### config.mk
export PLATFORM = sky130hd
export DESIGN_NAME = sliding_window_max_min_pool_unit
export DESIGN_NICKNAME = d
export VERILOG_FILES = /design/src/hw/rtl/swmm_pkg.sv /design/src/hw/rtl/swmm_ram.sv /design/src/hw/rtl/swmm_cell.sv /design/src/hw/rtl/sliding_window_max_min_pool_unit.sv
export SDC_FILE = /design/constraint.sdc
export NUM_CORES = 2
export LEC_CHECK = 0
export BUFFER_PORTS_ARGS = -buffer_cell sky130_fd_sc_hd__buf_4
export CORE_ASPECT_RATIO = 1.75
export CORE_MARGIN = 10
export CORE_UTILIZATION = 63
export DETAILED_ROUTE_END_ITERATION = 8
export PLACE_DENSITY = 0.84
export SETUP_SLACK_MARGIN = 0.4
export SYNTH_ARGS = -nofsm -noshare
export SYNTH_HDL_FRONTEND = slang
export SYNTH_SLANG_ARGS = --single-unit
export TNS_END_PERCENT = 30
### constraint.sdc
create_clock -name i_clk -period 16.8 [get_ports i_clk]
set_input_delay 3.36 -clock i_clk [delete_from_list [all_inputs] [get_ports i_clk]]
set_output_delay 3.36 -clock i_clk [all_outputs]
set_load 0.005 [all_outputs]
### src/hw/rtl/swmm_pkg.sv
// shared constants and types of the sliding window max/min pool unit
// no dependencies; imported by swmm_cell and the pooling unit top
`default_nettype none

package swmm_pkg;

    // pixel coding, full scale code means 1.0
    localparam int PIXEL_BITS = 8;
    localparam logic [PIXEL_BITS-1:0] FULL_CODE = {PIXEL_BITS{1'b1}};

    // configuration register widths
    localparam int EDGE_BITS      = 6;
    localparam int WIN_BITS       = 4;
    localparam int STRIDE_BITS    = 6;
    localparam int CFG_DATA_BITS  = 6;
    localparam int CFG_INDEX_BITS = 2;

    // register indexes
    localparam logic [CFG_INDEX_BITS-1:0] REG_IMAGE_EDGE  = 2'd0;
    localparam logic [CFG_INDEX_BITS-1:0] REG_WINDOW_EDGE = 2'd1;
    localparam logic [CFG_INDEX_BITS-1:0] REG_STRIDE      = 2'd2;
    localparam logic [CFG_INDEX_BITS-1:0] REG_INVERT_MODE = 2'd3;

    // register reset values
    localparam logic [EDGE_BITS-1:0]   RST_IMAGE_EDGE  = 6'd28;
    localparam logic [WIN_BITS-1:0]    RST_WINDOW_EDGE = 4'd3;
    localparam logic [STRIDE_BITS-1:0] RST_STRIDE      = 6'd1;
    localparam logic                   RST_INVERT_MODE = 1'b1;

    // width of the domain where edges, positions and strides are compared
    localparam int CMP_BITS = 9;

    // parameter defaults
    localparam int DEF_MAX_EDGE   = 32;
    localparam int DEF_MAX_WINDOW = 8;

    // per-pixel tag carried down the pipeline
    typedef struct packed {
        logic report;
        logic last;
    } t_item_tag;

endpackage

`default_nettype wire

### src/hw/rtl/swmm_ram.sv
// generic simple dual-port ram, one write and one registered read port
// no dependencies
`default_nettype none

module swmm_ram #(
    parameter int WIDTH = 8,
    parameter int DEPTH = 32
) (
    input  wire logic                     i_clk,
    input  wire logic                     i_we,
    input  wire logic [$clog2(DEPTH)-1:0] i_waddr,
    input  wire logic [WIDTH-1:0]         i_wdata,
    input  wire logic                     i_re,
    input  wire logic [$clog2(DEPTH)-1:0] i_raddr,
    output logic      [WIDTH-1:0]         o_rdata
);

    logic [WIDTH-1:0] r_mem [DEPTH];
    logic [WIDTH-1:0] r_rdata;

    always_ff @(posedge i_clk) begin
        if (i_we) begin
            r_mem[i_waddr] <= i_wdata;
        end
        if (i_re) begin
            r_rdata <= r_mem[i_raddr];
        end
    end

    assign o_rdata = r_rdata;

endmodule

`default_nettype wire

### src/hw/rtl/swmm_cell.sv
// one column cell of the pooling window chain: holds a column maximum,
// shifts it to its left neighbor and merges it into the running window max
// depends on swmm_pkg
`default_nettype none

module swmm_cell
    import swmm_pkg::*;
#(
    parameter int MAX_WINDOW = DEF_MAX_WINDOW,
    parameter int IDX        = 0,
    parameter int WW         = $clog2(DEF_MAX_WINDOW + 1)
) (
    input  wire logic                  i_clk,
    input  wire logic                  i_shift,
    input  wire logic [PIXEL_BITS-1:0] i_col,
    input  wire logic [PIXEL_BITS-1:0] i_max,
    input  wire logic [WW-1:0]         i_win,
    output logic      [PIXEL_BITS-1:0] o_col,
    output logic      [PIXEL_BITS-1:0] o_max
);

    logic [PIXEL_BITS-1:0] r_col;
    logic                  in_win;

    always_ff @(posedge i_clk) begin
        if (i_shift) begin
            r_col <= i_col;
        end
    end

    // the window covers the newest w cells at the right end of the chain
    assign in_win = (CMP_BITS'(i_win) + CMP_BITS'(IDX)) >= CMP_BITS'(MAX_WINDOW);
    assign o_col  = r_col;
    assign o_max  = (in_win && (r_col > i_max)) ? r_col : i_max;

endmodule

`default_nettype wire

### src/hw/rtl/sliding_window_max_min_pool_unit.sv
// Strided square max pooling over a raster pixel stream. One pixel is taken
// per clock when the result side is not stalled; a result passes through the
// column memory read with the pixel, the column chain shift and the output
// register, each held while the result side is stalled.
// The line store is a memory of MAX_EDGE words, each holding the last
// MAX_WINDOW-1 rows of one column, read and rewritten once per pixel; the
// window lives in a chain of MAX_WINDOW column-max cells. Any register write
// restarts the image at pixel 0. Invert mode reports 255 minus the window max.
// depends on swmm_pkg, swmm_ram, swmm_cell
`default_nettype none

module sliding_window_max_min_pool_unit
    import swmm_pkg::*;
#(
    parameter int MAX_EDGE   = DEF_MAX_EDGE,
    parameter int MAX_WINDOW = DEF_MAX_WINDOW
) (
    input  wire logic                      i_clk,
    input  wire logic                      i_rst_n,
    // configuration write port
    input  wire logic                      i_cfg_wr_en,
    input  wire logic [CFG_INDEX_BITS-1:0] i_cfg_index,
    input  wire logic [CFG_DATA_BITS-1:0]  i_cfg_wdata,
    // pixel stream
    input  wire logic                      i_s_tvalid,
    output logic                           o_s_tready,
    input  wire logic [7:0]                i_s_tdata,   // [7:0] pixel
    // result stream
    output logic                           o_m_tvalid,
    input  wire logic                      i_m_tready,
    output logic      [7:0]                o_m_tdata,   // [7:0] pooled_value
    output logic                           o_m_tuser,   // [0] no_spike
    output logic                           o_m_tlast    // last_of_image
);

    localparam int CW        = $clog2(MAX_EDGE);
    localparam int WW        = $clog2(MAX_WINDOW + 1);
    localparam int LINE_ROWS = (MAX_WINDOW > 1) ? MAX_WINDOW - 1 : 1;
    localparam int LW        = LINE_ROWS * PIXEL_BITS;

    // configuration registers
    logic [EDGE_BITS-1:0]   r_cfg_edge;
    logic [WIN_BITS-1:0]    r_cfg_win;
    logic [STRIDE_BITS-1:0] r_cfg_stride;
    logic                   r_cfg_inv;

    // position and stride phase
    logic [CW-1:0]          r_row, n_row;
    logic [CW-1:0]          r_col, n_col;
    logic [STRIDE_BITS-1:0] r_row_ph, n_row_ph;
    logic [STRIDE_BITS-1:0] r_col_ph, n_col_ph;

    // pipeline
    logic                  r_s1_valid;
    logic [PIXEL_BITS-1:0] r_s1_px;
    logic [CW-1:0]         r_s1_col;
    t_item_tag             r_s1_tag;
    logic                  r_s2_valid;
    t_item_tag             r_s2_tag;
    logic                  r_out_valid;
    logic [PIXEL_BITS-1:0] r_out_data;
    logic                  r_out_nospike;
    logic                  r_out_last;

    logic [CMP_BITS-1:0] e9, w9, s9, r9, c9;
    logic                adv, accept;
    logic                col_end, row_end;
    t_item_tag           tag_in;
    logic [LW-1:0]       line_rd, line_wr;
    logic [PIXEL_BITS-1:0] colmax;
    logic [WW-1:0]       win;
    logic [PIXEL_BITS-1:0] col_link [MAX_WINDOW];
    logic [PIXEL_BITS-1:0] max_link [MAX_WINDOW+1];
    logic [PIXEL_BITS-1:0] win_max, res;

    // effective edges and stride
    always_comb begin
        if (r_cfg_edge == '0) begin
            e9 = CMP_BITS'(1);
        end else if (CMP_BITS'(r_cfg_edge) > CMP_BITS'(MAX_EDGE)) begin
            e9 = CMP_BITS'(MAX_EDGE);
        end else begin
            e9 = CMP_BITS'(r_cfg_edge);
        end
        if (r_cfg_win == '0) begin
            w9 = CMP_BITS'(1);
        end else if (CMP_BITS'(r_cfg_win) > CMP_BITS'(MAX_WINDOW)) begin
            w9 = CMP_BITS'(MAX_WINDOW);
        end else begin
            w9 = CMP_BITS'(r_cfg_win);
        end
        s9 = (r_cfg_stride == '0) ? CMP_BITS'(1) : CMP_BITS'(r_cfg_stride);
    end

    assign win    = WW'(w9);
    assign r9     = CMP_BITS'(r_row);
    assign c9     = CMP_BITS'(r_col);
    assign adv    = !r_out_valid || i_m_tready;
    assign accept = i_s_tvalid && adv;

    assign col_end = (c9 + CMP_BITS'(1)) >= e9;
    assign row_end = (r9 + CMP_BITS'(1)) >= e9;

    assign tag_in.report = (w9 <= e9) && ((r9 + CMP_BITS'(1)) >= w9)
                        && ((c9 + CMP_BITS'(1)) >= w9)
                        && (r_row_ph == '0) && (r_col_ph == '0);
    assign tag_in.last   = ((r9 + s9) >= e9) && ((c9 + s9) >= e9);

    // next position and phases for an accepted pixel
    always_comb begin
        n_row    = r_row;
        n_col    = r_col;
        n_row_ph = r_row_ph;
        n_col_ph = r_col_ph;
        if (col_end) begin
            n_col    = '0;
            n_col_ph = '0;
            if (row_end) begin
                n_row    = '0;
                n_row_ph = '0;
            end else begin
                if ((r9 + CMP_BITS'(1)) >= w9) begin
                    n_row_ph = ((CMP_BITS'(r_row_ph) + CMP_BITS'(1)) >= s9)
                             ? '0 : r_row_ph + 1'b1;
                end else begin
                    n_row_ph = '0;
                end
                n_row = r_row + 1'b1;
            end
        end else begin
            if ((c9 + CMP_BITS'(1)) >= w9) begin
                n_col_ph = ((CMP_BITS'(r_col_ph) + CMP_BITS'(1)) >= s9)
                         ? '0 : r_col_ph + 1'b1;
            end else begin
                n_col_ph = '0;
            end
            n_col = r_col + 1'b1;
        end
    end

    always_ff @(posedge i_clk) begin
        if (!i_rst_n) begin
            r_cfg_edge   <= RST_IMAGE_EDGE;
            r_cfg_win    <= RST_WINDOW_EDGE;
            r_cfg_stride <= RST_STRIDE;
            r_cfg_inv    <= RST_INVERT_MODE;
            r_row        <= '0;
            r_col        <= '0;
            r_row_ph     <= '0;
            r_col_ph     <= '0;
        end else if (i_cfg_wr_en) begin
            unique case (i_cfg_index)
                REG_IMAGE_EDGE:  r_cfg_edge   <= EDGE_BITS'(i_cfg_wdata);
                REG_WINDOW_EDGE: r_cfg_win    <= WIN_BITS'(i_cfg_wdata);
                REG_STRIDE:      r_cfg_stride <= STRIDE_BITS'(i_cfg_wdata);
                REG_INVERT_MODE: r_cfg_inv    <= i_cfg_wdata[0];
                default: begin
                end
            endcase
            // every write restarts the image
            r_row    <= '0;
            r_col    <= '0;
            r_row_ph <= '0;
            r_col_ph <= '0;
        end else if (accept) begin
            r_row    <= n_row;
            r_col    <= n_col;
            r_row_ph <= n_row_ph;
            r_col_ph <= n_col_ph;
        end
    end

    // pipeline control
    always_ff @(posedge i_clk) begin
        if (!i_rst_n) begin
            r_s1_valid  <= 1'b0;
            r_s2_valid  <= 1'b0;
            r_out_valid <= 1'b0;
        end else if (adv) begin
            r_s1_valid  <= i_s_tvalid;
            r_s2_valid  <= r_s1_valid;
            r_out_valid <= r_s2_valid && r_s2_tag.report;
        end
    end

    // pipeline payload
    always_ff @(posedge i_clk) begin
        if (accept) begin
            r_s1_px  <= i_s_tdata[PIXEL_BITS-1:0];
            r_s1_col <= r_col;
            r_s1_tag <= tag_in;
        end
        if (adv) begin
            r_s2_tag      <= r_s1_tag;
            r_out_data    <= (res == FULL_CODE) ? '0 : res;
            r_out_nospike <= (res == FULL_CODE);
            r_out_last    <= r_s2_tag.last;
        end
    end

    // column word: slice k-1 holds the pixel k rows above the current one
    swmm_ram #(
        .WIDTH (LW),
        .DEPTH (MAX_EDGE)
    ) u_line_ram (
        .i_clk   (i_clk),
        .i_we    (adv && r_s1_valid),
        .i_waddr (r_s1_col),
        .i_wdata (line_wr),
        .i_re    (accept),
        .i_raddr (r_col),
        .o_rdata (line_rd)
    );

    generate
        if (LINE_ROWS > 1) begin : g_line_shift
            assign line_wr = {line_rd[LW-PIXEL_BITS-1:0], r_s1_px};
        end else begin : g_line_single
            assign line_wr = r_s1_px;
        end
    endgenerate

    // maximum of the incoming column over the current row and the w-1 rows above it
    always_comb begin
        colmax = r_s1_px;
        for (int k = 1; k < MAX_WINDOW; k++) begin
            if ((CMP_BITS'(k) < w9) && (line_rd[(k-1)*PIXEL_BITS +: PIXEL_BITS] > colmax)) begin
                colmax = line_rd[(k-1)*PIXEL_BITS +: PIXEL_BITS];
            end
        end
    end

    // window chain, newest column enters at the right end
    assign max_link[0] = '0;

    generate
        for (genvar j = 0; j < MAX_WINDOW; j++) begin : g_cell
            logic [PIXEL_BITS-1:0] col_in;
            if (j == MAX_WINDOW - 1) begin : g_head
                assign col_in = colmax;
            end else begin : g_body
                assign col_in = col_link[j+1];
            end
            swmm_cell #(
                .MAX_WINDOW (MAX_WINDOW),
                .IDX        (j),
                .WW         (WW)
            ) u_cell (
                .i_clk   (i_clk),
                .i_shift (adv && r_s1_valid),
                .i_col   (col_in),
                .i_max   (max_link[j]),
                .i_win   (win),
                .o_col   (col_link[j]),
                .o_max   (max_link[j+1])
            );
        end
    endgenerate

    assign win_max = max_link[MAX_WINDOW];
    assign res     = r_cfg_inv ? (FULL_CODE - win_max) : win_max;

    assign o_s_tready = adv;
    assign o_m_tvalid = r_out_valid;
    assign o_m_tdata  = 8'(r_out_data);
    assign o_m_tuser  = r_out_nospike;
    assign o_m_tlast  = r_out_last;

    // position stays inside the effective image
    a_col_in_image: assert property (@(posedge i_clk) disable iff (!i_rst_n)
        c9 < e9 && r9 < e9)
        else $error("position outside image");

    // stride phases stay below the stride
    a_phase_in_stride: assert property (@(posedge i_clk) disable iff (!i_rst_n)
        CMP_BITS'(r_col_ph) < s9 && CMP_BITS'(r_row_ph) < s9)
        else $error("stride phase overrun");

    // a register write restarts the image
    a_cfg_restart: assert property (@(posedge i_clk) disable iff (!i_rst_n)
        i_cfg_wr_en |=> (r_row == '0 && r_col == '0 && r_row_ph == '0 && r_col_ph == '0))
        else $error("register write did not restart image");

    // a new result always comes from a reporting pixel in the last stage
    a_out_source: assert property (@(posedge i_clk) disable iff (!i_rst_n)
        $rose(r_out_valid) |-> $past(r_s2_valid && r_s2_tag.report))
        else $error("result without reporting pixel");

    // a no-spike result carries a zero value
    a_nospike_zero: assert property (@(posedge i_clk) disable iff (!i_rst_n)
        (r_out_valid && r_out_nospike) |-> r_out_data == '0)
        else $error("no-spike result with nonzero value");

endmodule

`default_nettype wire
==> results.md <==
* Status: complete, no violations
* Mapped Area at 0.08150 mm^2
* Fillcell total at 7399
* CTS Sinks at 1981
* Max stage delay cell, worst path: dfxtp_2
* Io pins at 33
* Setup TNS at 0 ns
* Dpl ws at 0.5819 ns
* Headroom to the max-slew limit at 0.1049
* CP top delay family: compound AO/OA/AOI/OAI gates
* Placed instance count at 6360
* Initial antenna violation count at 2
* Starting Density at 0.6345
* Post-synth top area share at 0.7144
* Ys Warns at 0
* Routed Antenna Nets at 0
* Die area at 0.1447 mm^2
* Hold crit path type: flip-flop to flip-flop
* Largest net degree at the start of global routing at 118
* Yosys reg bits at 1981
* Sequential area share after synthesis at 0.7247
* TritonRoute pass-1 iters at 8
* Tcrit/Tclk final at 0.9058
* Clock latency on the worst-skew pair at 0.81 ns
* Fin cells at 6652
* Via/cell ratio at 7.090
* Peak Freq at 0.06572 GHz
* Pwr Density at 110.4 mW/mm^2
* TritonCTS clock tree: yes
* Synth area leader: edfxtp_1
* Die width at 291.9 um
* Crit end category: flip-flop
* Peak VDD IR at 0.09047 mV
* Gr usage total at 0.2955
* Async S/R FF share, synth at 0
* Final WS setup at 1.583 ns
* Row count at 174
* Worst hold margin at 0.4343 ns
* Worst EP arrival at 15.78 ns
* Crit. Startpoint: r_cfg_win[3]$_SDFFE_PN0P_
* Power, Total at 9.877 mW
* Clock Path Buffers at 3
* DR WL/cell at 32.33 um
* EDFF count, synth at 1939
* CORE AREA at 0.1284 mm^2
* Static Leak at 28.26 nW
* Drt initial violations at 6402
* Clock transition at the registers of the reported paths at 0.07 ns
* CP bufs+invs at 8
* Startpoint types: flip-flop
* Final setup viols at 0
* Reg-to-reg setup timing slack at 1.58 ns
* Mapped Cells at 4746
* Routability congestion estimate at 0.8616
* Synth top area cells: edfxtp_1 (71%), mux4_2 (6.2%), mux2i_1 (4.8%)
* Max Cap Viol at 0
* Unique masters post-synth at 84
* RSZ-0062 raised after global routing: no
* Synth Area per Inst at 17.17 um^2
* Crit-path max cell delay at 0.45 ns
* Final min period at 15.22 ns
* # DRC at 0
* Htree depth at 4
* Most frequent CP cell: a21oi_1
* Top_reg_cell synth: edfxtp_1
* Most instantiated cells after synthesis: edfxtp_1 (1939), mux2i_1 (392), nand2_1 (336)
* Share of cells above drive strength 1 at 0.1662
* Root buffer cell: clkbuf_16
* Clk_skew at 0.03265 ns
* Worst-margin pin slew at 1.343 ns
* RR Startpoint: r_cfg_win[3]$_SDFFE_PN0P_
* Syn_nets at 4940
* Most common cell in the synthesized netlist: edfxtp_1
* Worst r2r path cells at 75
* Height of the die at 495.8 um
* Pins Over Slew Limit at 0
* CP Class: flip-flop to flip-flop
* CP Max Fanout at 13
* Critical Path Sink: o_m_tdata[6]$_SDFFCE_PN0N_
* Number of global-route vias before repair at 47830
* WP depth at 75
* Post-DP HPWL at 110.9 mm
* CP required at 17.36 ns
* Hold Violations, Final at 0
* PortBufs at 32
* Num CTS Buffers at 160
* Area grow syn2layout at 9.794%
* RR Endpoint: o_m_tdata[6]$_SDFFCE_PN0N_
* Final net count at 5044
* Gr ovfl total at 0
* Hold_buf cts at 0
* DR vias at 47160
* Routed WL at 215.1 mm
* First-pass GRT wire length at 312.2 mm
[layer usage]
| metal | track usage | up-vias | part of all wire |
|---|---|---|---|
| li1 | - | 19200 | - |
| met1 | 0.3399 | 23500 | 0.31 |
| met2 | 0.5073 | 3596 | 0.51 |
| met3 | 0.05419 | 866 | 0.11 |
| met4 | 0.1922 | 0 | 0.071 |
| met5 | 0 | - | 0 |
[worst min path at each step]
stage,cells after the start,to,startpoint
after floorplan,0,o_m_tlast$_DFFE_PN_,r_s2_tag[0]$_DFFE_PN_
after global placement,0,r_s2_tag[1]$_DFFE_PN_,r_s1_tag[1]$_DFFE_PP_
after detailed placement,0,r_s2_tag[1]$_DFFE_PN_,r_s1_tag[1]$_DFFE_PP_
after CTS,0,r_s2_tag[1]$_DFFE_PN_,r_s1_tag[1]$_DFFE_PP_
after global routing,0,r_s2_tag[1]$_DFFE_PN_,r_s1_tag[1]$_DFFE_PP_
final,0,r_s2_tag[1]$_DFFE_PN_,r_s1_tag[1]$_DFFE_PP_
[kinds of logic after synthesis]
kind of cell	count (synthesis)	synth area share
compound gates	859	0.06721
xor+xnor	33	0.003546
mux	742	0.1275
simple gates	621	0.03457
fa+ha+maj	174	0.02687
flops	1981	0.7247
buf+inv	336	0.01560
[metrics by stage]
stage                 util  instance area [um^2]
floorplan                -                 81500
global placement    0.6567                 84350
detailed placement  0.6567                 84350
CTS                 0.6963                 89440
global route        0.6966                 89480
finish              0.6967                 89490
[cell usage in the layout (no fill, tap or decap), drive strengths merged, types with 5 or more instances in the layout]
cell type,Yosys,layout
edfxtp,1939,1939
mux2i,392,392
nand2,336,336
a21oi,247,247
o21ai,246,246
mux4,224,224
clkbuf,170,194
ha,171,171
o221ai,171,171
buf,59,171
mux2,126,126
inv,107,114
nor2,93,93
clkinv,0,65
o22ai,60,60
a21o,42,42
dfxtp,42,42
nor2b,33,33
nand2b,31,31
nand3,31,31
nand4,25,25
xnor2,25,25
o211ai,14,14
bufinv,0,13
nor3,11,11
clkinvlp,0,10
and3,9,9
nor4,9,9
a211oi,9,9
xor2,8,8
and2,8,8
a21boi,8,8
o21a,7,7
or3,7,7
nand3b,7,7
a31oi,5,5
a22o,5,5
a2111oi,5,5
or2,5,5
[sequential cells by signal (all words and copies together), names as in the netlist, 6 cells and up]
| signal | flops |
|---|---|
| r_cfg_edge | 6 |
| r_col_ph | 6 |
| r_s1_px | 8 |
| u_line_ram.o_rdata | 56 |
| u_line_ram.r_mem | 1792 |
| o_m_tdata | 8 |
| g_cell.u_cell.o_col | 64 |
| r_cfg_stride | 6 |
| r_row_ph | 6 |
[report_power, final]
part | internal (mW) | leakage, nW | switching [mW]
combinational | 0.249 | 7.90 | 0.370
clock | 1.99 | 2.47 | 1.73
sequential | 5.48 | 17.9 | 0.0613
[worst register-to-register path: cells and delay by family, from the launching register on]
| kind | cells | cell delay (ns) |
|---|---|---|
| compound gates | 38 | 7.47 |
| simple gates | 20 | 3.05 |
| fa+ha+maj | 7 | 2.06 |
| buf+inv | 8 | 1.15 |
| mux | 2 | 0.78 |
| flops | 1 | 0.45 |
[layout make-up]
class                      count  area, um^2  share of cell area
clock inverter                95       895.9             0.01001
timing repair buffer         171        1334             0.01490
multi-input combinational   2429       21470              0.2399
tap                         1672        2092             0.02338
sequential                  1981       59090              0.6603
antenna                        3       7.507          0.00008389
inverter                     107       404.1            0.004516
clock buffer                 194        4195             0.04688
[what timing repair did]
action	CTS	global route
gates resized for setup	0	14
setup endpoints to repair	0	9
buffers inserted	0	0
No activity file was read; power rests on OpenSTA's default activity.
